==> config.mk <==
export PLATFORM = sky130hd
export DESIGN_NAME = block_rms_level
export DESIGN_NICKNAME = d
export VERILOG_FILES = /design/src/rtl/rmsl_pkg.sv /design/src/rtl/rmsl_front.sv /design/src/rtl/rmsl_queue.sv /design/src/rtl/rmsl_back.sv /design/src/rtl/block_rms_level.sv
export SDC_FILE = /design/constraint.sdc
export NUM_CORES = 1
export LEC_CHECK = 0
export ABC_AREA = 1
export ABC_CLOCK_PERIOD_IN_PS = 8700
export BUFFER_PORTS_ARGS = -buffer_cell sky130_fd_sc_hd__clkbuf_2
export CAP_MARGIN = 10
export CORE_MARGIN = 4
export CORE_UTILIZATION = 55
export DETAILED_ROUTE_END_ITERATION = 10
export PLACE_DENSITY = 0.71
export SKIP_CTS_REPAIR_TIMING = 1
export SLEW_MARGIN = 20
export SYNTH_ARGS = -nofsm -noshare
export SYNTH_HDL_FRONTEND = slang
export SYNTH_SLANG_ARGS = --single-unit
==> constraint.sdc <==
create_clock -name aclk -period 8.7 [get_ports aclk]
set_clock_uncertainty 0.2 [all_clocks]
set_input_delay 1.74 -clock aclk [delete_from_list [all_inputs] [get_ports aclk]]
set_output_delay 1.74 -clock aclk [all_outputs]
set_load 0.05 [all_outputs]
==> src/rtl/rmsl_pkg.sv <==
`default_nettype none
package rmsl_pkg;

    localparam int SAMPLE_W           = 16;
    localparam int RMS_W              = SAMPLE_W;
    localparam int SQUARE_W           = 2 * SAMPLE_W;
    localparam int MAX_BLOCK_LOG2_DEF = 16;

    localparam int QUEUE_DEPTH = 2;
    localparam int QPTR_W      = (QUEUE_DEPTH > 1) ? $clog2(QUEUE_DEPTH) : 1;
    localparam int QLVL_W      = $clog2(QUEUE_DEPTH + 1);

    typedef struct packed {
        logic              nonempty;
        logic [QLVL_W-1:0] level;
    } rmsl_qstat_t;

endpackage
`default_nettype wire

==> src/rtl/rmsl_front.sv <==
`default_nettype none
module rmsl_front #(
    parameter int MAX_BLOCK_LOG2 = rmsl_pkg::MAX_BLOCK_LOG2_DEF,
    parameter int CNT_W          = MAX_BLOCK_LOG2 + 1,
    parameter int SUM_W          = rmsl_pkg::SQUARE_W + MAX_BLOCK_LOG2
) (
    input  wire                               aclk,
    input  wire                               aresetn,
    input  wire                               s_valid,
    output logic                              s_ready,
    input  wire signed [rmsl_pkg::SAMPLE_W-1:0] s_sample,
    input  wire                               s_last,
    input  rmsl_pkg::rmsl_qstat_t             q_stat,
    output logic                              push,
    output logic [SUM_W-1:0]                  push_sum,
    output logic [CNT_W-1:0]                  push_cnt,
    output logic                              push_ovf
);

    localparam logic [CNT_W-1:0] LIMIT = CNT_W'(1) << MAX_BLOCK_LOG2;

    logic                              accept;
    logic                              sat;
    logic [CNT_W-1:0]                  cnt_after;
    logic                              ovf_after;
    logic signed [rmsl_pkg::SQUARE_W-1:0] product;
    logic [rmsl_pkg::SQUARE_W-1:0]     addend;
    logic [SUM_W-1:0]                  sum_total;
    logic [rmsl_pkg::QLVL_W:0]         committed;

    logic [CNT_W-1:0]                  count_reg, count_next;
    logic                              ovf_reg, ovf_next;
    logic                              s1_valid_reg;
    logic                              s1_last_reg;
    logic                              s1_add_reg;
    logic [rmsl_pkg::SQUARE_W-1:0]     s1_sq_reg;
    logic [CNT_W-1:0]                  s1_cnt_reg;
    logic                              s1_ovf_reg;
    logic [SUM_W-1:0]                  sum_reg, sum_next;

    // Leave room in the queue for a block end still in flight.
    assign committed = {1'b0, q_stat.level} + {{rmsl_pkg::QLVL_W{1'b0}},
                                               (s1_valid_reg & s1_last_reg)};
    assign s_ready   = (committed < (rmsl_pkg::QLVL_W + 1)'(rmsl_pkg::QUEUE_DEPTH));
    assign accept    = s_valid & s_ready;

    assign sat       = (count_reg == LIMIT);
    assign cnt_after = sat ? count_reg : count_reg + 1'b1;
    assign ovf_after = ovf_reg | sat;
    assign product   = s_sample * s_sample;

    always_comb begin
        count_next = count_reg;
        ovf_next   = ovf_reg;
        if (accept) begin
            count_next = s_last ? '0 : cnt_after;
            ovf_next   = s_last ? 1'b0 : ovf_after;
        end
    end

    assign addend    = s1_add_reg ? s1_sq_reg : '0;
    assign sum_total = sum_reg + SUM_W'(addend);

    always_comb begin
        sum_next = sum_reg;
        if (s1_valid_reg) begin
            sum_next = s1_last_reg ? '0 : sum_total;
        end
    end

    assign push     = s1_valid_reg & s1_last_reg;
    assign push_sum = sum_total;
    assign push_cnt = s1_cnt_reg;
    assign push_ovf = s1_ovf_reg;

    always_ff @(posedge aclk) begin
        if (!aresetn) begin
            count_reg    <= '0;
            ovf_reg      <= 1'b0;
            s1_valid_reg <= 1'b0;
            sum_reg      <= '0;
        end else begin
            count_reg    <= count_next;
            ovf_reg      <= ovf_next;
            s1_valid_reg <= accept;
            sum_reg      <= sum_next;
        end
    end

    always_ff @(posedge aclk) begin
        if (accept) begin
            s1_last_reg <= s_last;
            s1_add_reg  <= ~sat;
            s1_sq_reg   <= $unsigned(product);
            s1_cnt_reg  <= cnt_after;
            s1_ovf_reg  <= ovf_after;
        end
    end

endmodule
`default_nettype wire

==> src/rtl/rmsl_queue.sv <==
`default_nettype none
module rmsl_queue #(
    parameter int ENT_W = 66
) (
    input  wire                    aclk,
    input  wire                    aresetn,
    input  wire                    push,
    input  wire  [ENT_W-1:0]       push_data,
    input  wire                    pop,
    output logic [ENT_W-1:0]       pop_data,
    output rmsl_pkg::rmsl_qstat_t  q_stat
);

    localparam logic [rmsl_pkg::QPTR_W-1:0] LAST_SLOT =
        rmsl_pkg::QPTR_W'(rmsl_pkg::QUEUE_DEPTH - 1);

    logic [ENT_W-1:0]              mem_reg [rmsl_pkg::QUEUE_DEPTH];
    logic [rmsl_pkg::QPTR_W-1:0]   wr_ptr_reg, wr_ptr_next;
    logic [rmsl_pkg::QPTR_W-1:0]   rd_ptr_reg, rd_ptr_next;
    logic [rmsl_pkg::QLVL_W-1:0]   level_reg, level_next;

    assign wr_ptr_next = !push ? wr_ptr_reg :
                         (wr_ptr_reg == LAST_SLOT) ? '0 : wr_ptr_reg + 1'b1;
    assign rd_ptr_next = !pop ? rd_ptr_reg :
                         (rd_ptr_reg == LAST_SLOT) ? '0 : rd_ptr_reg + 1'b1;

    always_comb begin
        level_next = level_reg;
        if (push && !pop) begin
            level_next = level_reg + 1'b1;
        end else if (pop && !push) begin
            level_next = level_reg - 1'b1;
        end
    end

    assign pop_data        = mem_reg[rd_ptr_reg];
    assign q_stat.nonempty = (level_reg != '0);
    assign q_stat.level    = level_reg;

    always_ff @(posedge aclk) begin
        if (!aresetn) begin
            wr_ptr_reg <= '0;
            rd_ptr_reg <= '0;
            level_reg  <= '0;
        end else begin
            wr_ptr_reg <= wr_ptr_next;
            rd_ptr_reg <= rd_ptr_next;
            level_reg  <= level_next;
        end
    end

    always_ff @(posedge aclk) begin
        if (push) begin
            mem_reg[wr_ptr_reg] <= push_data;
        end
    end

endmodule
`default_nettype wire

==> src/rtl/rmsl_back.sv <==
`default_nettype none
module rmsl_back #(
    parameter int MAX_BLOCK_LOG2 = rmsl_pkg::MAX_BLOCK_LOG2_DEF,
    parameter int CNT_W          = MAX_BLOCK_LOG2 + 1,
    parameter int SUM_W          = rmsl_pkg::SQUARE_W + MAX_BLOCK_LOG2
) (
    input  wire                           aclk,
    input  wire                           aresetn,
    input  rmsl_pkg::rmsl_qstat_t         q_stat,
    output logic                          pop,
    input  wire  [SUM_W-1:0]              pop_sum,
    input  wire  [CNT_W-1:0]              pop_cnt,
    input  wire                           pop_ovf,
    output logic                          m_valid,
    input  wire                           m_ready,
    output logic [rmsl_pkg::RMS_W-1:0]    m_rms_value,
    output logic [CNT_W-1:0]              m_sample_total,
    output logic                          m_overflow
);

    localparam int RT_W   = rmsl_pkg::RMS_W;
    localparam int RAD_W  = rmsl_pkg::SQUARE_W;
    localparam int STEP_W = $clog2(SUM_W);

    localparam logic [1:0] ST_IDLE = 2'd0;
    localparam logic [1:0] ST_DIV  = 2'd1;
    localparam logic [1:0] ST_ROOT = 2'd2;
    localparam logic [1:0] ST_OUT  = 2'd3;

    logic [1:0]          state_reg, state_next;
    logic [STEP_W-1:0]   step_reg, step_next;
    logic [SUM_W-1:0]    quo_reg, quo_next;
    logic [CNT_W-1:0]    rem_reg, rem_next;
    logic [CNT_W-1:0]    div_reg, div_next;
    logic [CNT_W-1:0]    total_reg, total_next;
    logic                ovf_reg, ovf_next;
    logic [RAD_W-1:0]    rad_reg, rad_next;
    logic [RT_W+1:0]     srem_reg, srem_next;
    logic [RT_W-1:0]     root_reg, root_next;

    logic [CNT_W:0]      rem_sh;
    logic                qbit;
    logic [CNT_W:0]      rem_sub;
    logic [SUM_W-1:0]    quo_shift;
    logic [RT_W+3:0]     srem_sh;
    logic [RT_W+3:0]     trial;
    logic                rbit;
    logic [RT_W+3:0]     srem_sub;

    // One quotient bit per cycle, restoring.
    assign rem_sh    = {rem_reg, quo_reg[SUM_W-1]};
    assign qbit      = (rem_sh >= {1'b0, div_reg});
    assign rem_sub   = rem_sh - {1'b0, div_reg};
    assign quo_shift = {quo_reg[SUM_W-2:0], qbit};

    // One root bit per cycle, two radicand bits brought down each step.
    assign srem_sh  = {srem_reg, rad_reg[RAD_W-1 -: 2]};
    assign trial    = {2'b00, root_reg, 2'b01};
    assign rbit     = (srem_sh >= trial);
    assign srem_sub = srem_sh - trial;

    always_comb begin
        state_next = state_reg;
        step_next  = step_reg;
        quo_next   = quo_reg;
        rem_next   = rem_reg;
        div_next   = div_reg;
        total_next = total_reg;
        ovf_next   = ovf_reg;
        rad_next   = rad_reg;
        srem_next  = srem_reg;
        root_next  = root_reg;
        pop        = 1'b0;
        unique case (state_reg)
            ST_IDLE: begin
                if (q_stat.nonempty) begin
                    pop        = 1'b1;
                    quo_next   = pop_sum;
                    rem_next   = '0;
                    div_next   = pop_cnt;
                    total_next = pop_cnt;
                    ovf_next   = pop_ovf;
                    step_next  = '0;
                    state_next = ST_DIV;
                end
            end
            ST_DIV: begin
                quo_next = quo_shift;
                rem_next = qbit ? rem_sub[CNT_W-1:0] : rem_sh[CNT_W-1:0];
                step_next = step_reg + 1'b1;
                if (step_reg == STEP_W'(SUM_W - 1)) begin
                    rad_next   = quo_shift[RAD_W-1:0];
                    srem_next  = '0;
                    root_next  = '0;
                    step_next  = '0;
                    state_next = ST_ROOT;
                end
            end
            ST_ROOT: begin
                rad_next  = {rad_reg[RAD_W-3:0], 2'b00};
                srem_next = rbit ? srem_sub[RT_W+1:0] : srem_sh[RT_W+1:0];
                root_next = {root_reg[RT_W-2:0], rbit};
                step_next = step_reg + 1'b1;
                if (step_reg == STEP_W'(RT_W - 1)) begin
                    state_next = ST_OUT;
                end
            end
            ST_OUT: begin
                if (m_ready) begin
                    state_next = ST_IDLE;
                end
            end
            default: begin
                state_next = ST_IDLE;
            end
        endcase
    end

    assign m_valid        = (state_reg == ST_OUT);
    assign m_rms_value    = root_reg;
    assign m_sample_total = total_reg;
    assign m_overflow     = ovf_reg;

    always_ff @(posedge aclk) begin
        if (!aresetn) begin
            state_reg <= ST_IDLE;
            step_reg  <= '0;
        end else begin
            state_reg <= state_next;
            step_reg  <= step_next;
        end
    end

    always_ff @(posedge aclk) begin
        quo_reg   <= quo_next;
        rem_reg   <= rem_next;
        div_reg   <= div_next;
        total_reg <= total_next;
        ovf_reg   <= ovf_next;
        rad_reg   <= rad_next;
        srem_reg  <= srem_next;
        root_reg  <= root_next;
    end

endmodule
`default_nettype wire

==> src/rtl/block_rms_level.sv <==
// Channel   Ports                                   Direction  Moves
// s_        s_valid s_ready s_sample s_last         in         one sample per transaction
// m_        m_valid m_ready m_rms_value             out        one block result per transaction
//           m_sample_total m_overflow
//
// Samples: one transaction per cycle while the result queue has room.
// Block end: the back end pops the block, runs the bit-serial divider and then the
//   bit-serial root, and only then offers the result.
// Reset: synchronous, active low; clears counters, accumulator and queue.
// Stalls: s_ready drops only when the two-entry block queue would fill.
`default_nettype none
module block_rms_level #(
    parameter int MAX_BLOCK_LOG2 = rmsl_pkg::MAX_BLOCK_LOG2_DEF
) (
    input  wire                                  aclk,
    input  wire                                  aresetn,
    input  wire                                  s_valid,
    output logic                                 s_ready,
    input  wire signed [rmsl_pkg::SAMPLE_W-1:0]  s_sample,
    input  wire                                  s_last,
    output logic                                 m_valid,
    input  wire                                  m_ready,
    output logic [rmsl_pkg::RMS_W-1:0]           m_rms_value,
    output logic [MAX_BLOCK_LOG2:0]              m_sample_total,
    output logic                                 m_overflow
);

    // Count needs one extra bit to hold the saturated length itself.
    localparam int CNT_W = MAX_BLOCK_LOG2 + 1;
    // Sum of up to 2^MAX_BLOCK_LOG2 squares, each at most 2^30: exact.
    localparam int SUM_W = rmsl_pkg::SQUARE_W + MAX_BLOCK_LOG2;
    localparam int ENT_W = SUM_W + CNT_W + 1;

    rmsl_pkg::rmsl_qstat_t q_stat;

    logic               push;
    logic [SUM_W-1:0]   push_sum;
    logic [CNT_W-1:0]   push_cnt;
    logic               push_ovf;
    logic               pop;
    logic [ENT_W-1:0]   pop_data;

    // Front end: square each sample, accumulate, snapshot the block on its last transaction.
    rmsl_front #(
        .MAX_BLOCK_LOG2 (MAX_BLOCK_LOG2),
        .CNT_W          (CNT_W),
        .SUM_W          (SUM_W)
    ) u_front (
        .aclk     (aclk),
        .aresetn  (aresetn),
        .s_valid  (s_valid),
        .s_ready  (s_ready),
        .s_sample (s_sample),
        .s_last   (s_last),
        .q_stat   (q_stat),
        .push     (push),
        .push_sum (push_sum),
        .push_cnt (push_cnt),
        .push_ovf (push_ovf)
    );

    // Hold finished block totals until the back end is free.
    rmsl_queue #(
        .ENT_W (ENT_W)
    ) u_queue (
        .aclk      (aclk),
        .aresetn   (aresetn),
        .push      (push),
        .push_data ({push_sum, push_cnt, push_ovf}),
        .pop       (pop),
        .pop_data  (pop_data),
        .q_stat    (q_stat)
    );

    // Back end: divide by the count, take the floor root, present the result.
    rmsl_back #(
        .MAX_BLOCK_LOG2 (MAX_BLOCK_LOG2),
        .CNT_W          (CNT_W),
        .SUM_W          (SUM_W)
    ) u_back (
        .aclk           (aclk),
        .aresetn        (aresetn),
        .q_stat         (q_stat),
        .pop            (pop),
        .pop_sum        (pop_data[ENT_W-1 -: SUM_W]),
        .pop_cnt        (pop_data[CNT_W:1]),
        .pop_ovf        (pop_data[0]),
        .m_valid        (m_valid),
        .m_ready        (m_ready),
        .m_rms_value    (m_rms_value),
        .m_sample_total (m_sample_total),
        .m_overflow     (m_overflow)
    );

endmodule
`default_nettype wire

==> results_dict.tcl <==
set metrics [dict create \
    largest_reg_flops 132 \
    grt_pass1_wl_um 113500 \
    port_buffers 56 \
    grt_pass1_vias 22850 \
    grt_use_total 0.2300 \
    postSynthRegisterBits 412 \
    rsz0062_at_grt "no" \
    period_share 0.8581 \
    clk_latency_ns 0.56 \
    cts_tree "done" \
    clockRootBuffer "clkbuf_16" \
    end_kind "register" \
    drc 0 \
    die_w_um 245.1 \
    initial_core_util 0.5579 \
    ys_top_cells_by_area "edfxtp_1, fa_1, nand2_1" \
    yosysSeqAreaShare 0.3743 \
    hold_start "u_front.push_cnt[11]" \
    synth_nets 4115 \
    drtPass1Iterations 5 \
    path_class "primary input to register" \
    grt_start_max_net_pins 72 \
    clock-sinks 412 \
    synthDistinctLibCells 52 \
    die-area_um2 60070 \
    cts_buffers 41 \
    crit_path_max_fanout 24 \
    hp-class "register to register" \
    cp_common_cell "fa_1" \
    clock_path_buffers 3 \
    route.vias.total 22980 \
    rr_startpoint "u_front.s1_add_reg" \
    synth.avg_cell_area_um2 8.373 \
    slowest_delay_ns 0.55 \
    drt_iter0_markers 1294 \
    drv_cap 0 \
    crit_slowest_cell "fa_1" \
    grt_antenna_before_repair 0 \
    drt-total-wl_um 68300 \
    routed_via_density 5.113 \
    ios 57 \
    syn_inst 3692 \
    yosysTopAreaCell "edfxtp_1" \
    core-area_um2 55420 \
    routedWlPerCell_um 15.19 \
    synth_area_um2 30910 \
    status "completed" \
    finalHoldViolCount 0 \
    synth_top_area_frac 0.3225 \
    diodes 0 \
    yosys-top-cells-count "nand2_1, inv_1, edfxtp_1, a21oi_1, fa_1" \
    fin_tns_setup_ns 0 \
    syn_to_final_growth_pct 7.957 \
    setup.worst_path.start_class "primary input" \
    placementRows 86 \
    worstMarginPinSlew_ns 0.9718 \
    synth-main-ff-cell "edfxtp_1" \
    place_congestion 0.9650 \
    crit_arrival_ns 7.57 \
    relSlewSlack 0.3522 \
    fillers 4924 \
    ys_warn_count 0 \
    drive_gt1_frac 0.05418 \
    timing.fmax_ghz 0.1340 \
    htreeDepth 2 \
    synth_edf_count 332 \
    crit_chain "clkbuf_2 > clkinv_1 > nor2_1 > xnor2_1 > ha_1 > a31o_2 > fa_1 > fa_1 > fa_1 > fa_1 > inv_1 > fa_1 > inv_1 > ha_1 > a21oi_1 > o21ai_0 > o21bai_1 > a21oi_1 > nor2_1 > nor2_1 > xnor2_1" \
    die_y_um 245.1 \
    final-setup-viol-count 0 \
    ys_async_sr_fraction 0 \
    fin_nets 4137 \
    clkTransAtPathRegs_ns 0.06 \
    post-dp-hpwl_um 52670 \
    crit_start "s_sample[15]" \
    grt-ovfl-total 0 \
    drtAntennaViolNets 0 \
    maxSlewViolCount 0 \
    yosysMostFrequentCell "nand2_1" \
    period_needed_ns 7.465 \
    worstPathRequired_ns 8.80 \
]
==> placed cells by master (no fill, tap or decap), types with 44 or more instances in the layout <==
master	count
nand3_1	127
a21oi_1	288
nor2_1	208
clkbuf_16	44
ha_1	166
edfxtp_1	332
clkbuf_2	56
dfxtp_1	79
inv_1	787
fa_1	234
o21ai_0	75
xor2_1	64
nand2_1	991
==> worst max-delay path: cells and delay by family <==
kind	cells	cell delay [ns]
XOR/XNOR	2	0.18
buffers and inverters	4	0.92
AO/OA/AOI/OAI	5	1.07
AND/OR/NAND/NOR	3	0.51
adder cells (fa/ha/maj)	7	3.13
==> area by class of cell <==
class                   count  area (µm²)  area share
flip-flops and latches    412       11570      0.3468
multi-input cells        2385       16010      0.4796
repair buffers             77       437.9     0.01312
clock buffers              61        1215     0.03640
well taps                 748       935.9     0.02804
clock inverters            15       210.2    0.006298
inverters                 797        2993     0.08968
==> through the flow <==
step | worst slack [ns] | utilization | hold WS (ns) | instances | cell area, µm²
after floorplan | 0.9385 | - | 0.2215 | 3692 | 30910
after global placement | 0.7365 | 0.5764 | 0.2232 | 4419 | 31940
after detailed placement | 0.6647 | 0.5764 | 0.2318 | 4419 | 31940
after CTS | 1.234 | 0.6021 | 0.2440 | 4495 | 33370
after global routing | 0.8016 | 0.6023 | 0.2589 | 4495 | 33370
final | 1.235 | 0.6023 | 0.2406 | 4495 | 33370
==> layer usage <==
layer	global-route usage	wire length (µm)	share of wire	up-vias
met4	0.05790	1659	0.024	0
met5	0	0	0	-
met3	0.01934	2554	0.037	107
met1	0.3080	30910	0.45	10910
li1	-	-	-	11530
met2	0.4071	33170	0.49	441
==> path summary, 6_finish.rpt <==
kind,to,slack [ns],cells after the start
setup / recovery,u_front.s1_sq_reg[23],1.23,21
hold / removal,u_queue.mem_reg[1][12],0.24,0
setup reg to reg,u_front.sum_reg[12],4.95,11
hold reg to reg,u_queue.mem_reg[1][12],0.24,0
==> cell families (layout without fill, tap and decap cells) <==
group	count (synthesis)	in the layout	synth area share
simple gates	1462	1462	0.1953
buf+inv	895	950	0.1098
compound gates	421	421	0.07228
flops	412	412	0.3743
fa+ha+maj	402	402	0.2195
xor+xnor	100	100	0.02882
Power is not shown: default switching activity piles up to over one toggle a cycle in this logic, so the estimate is an artifact.
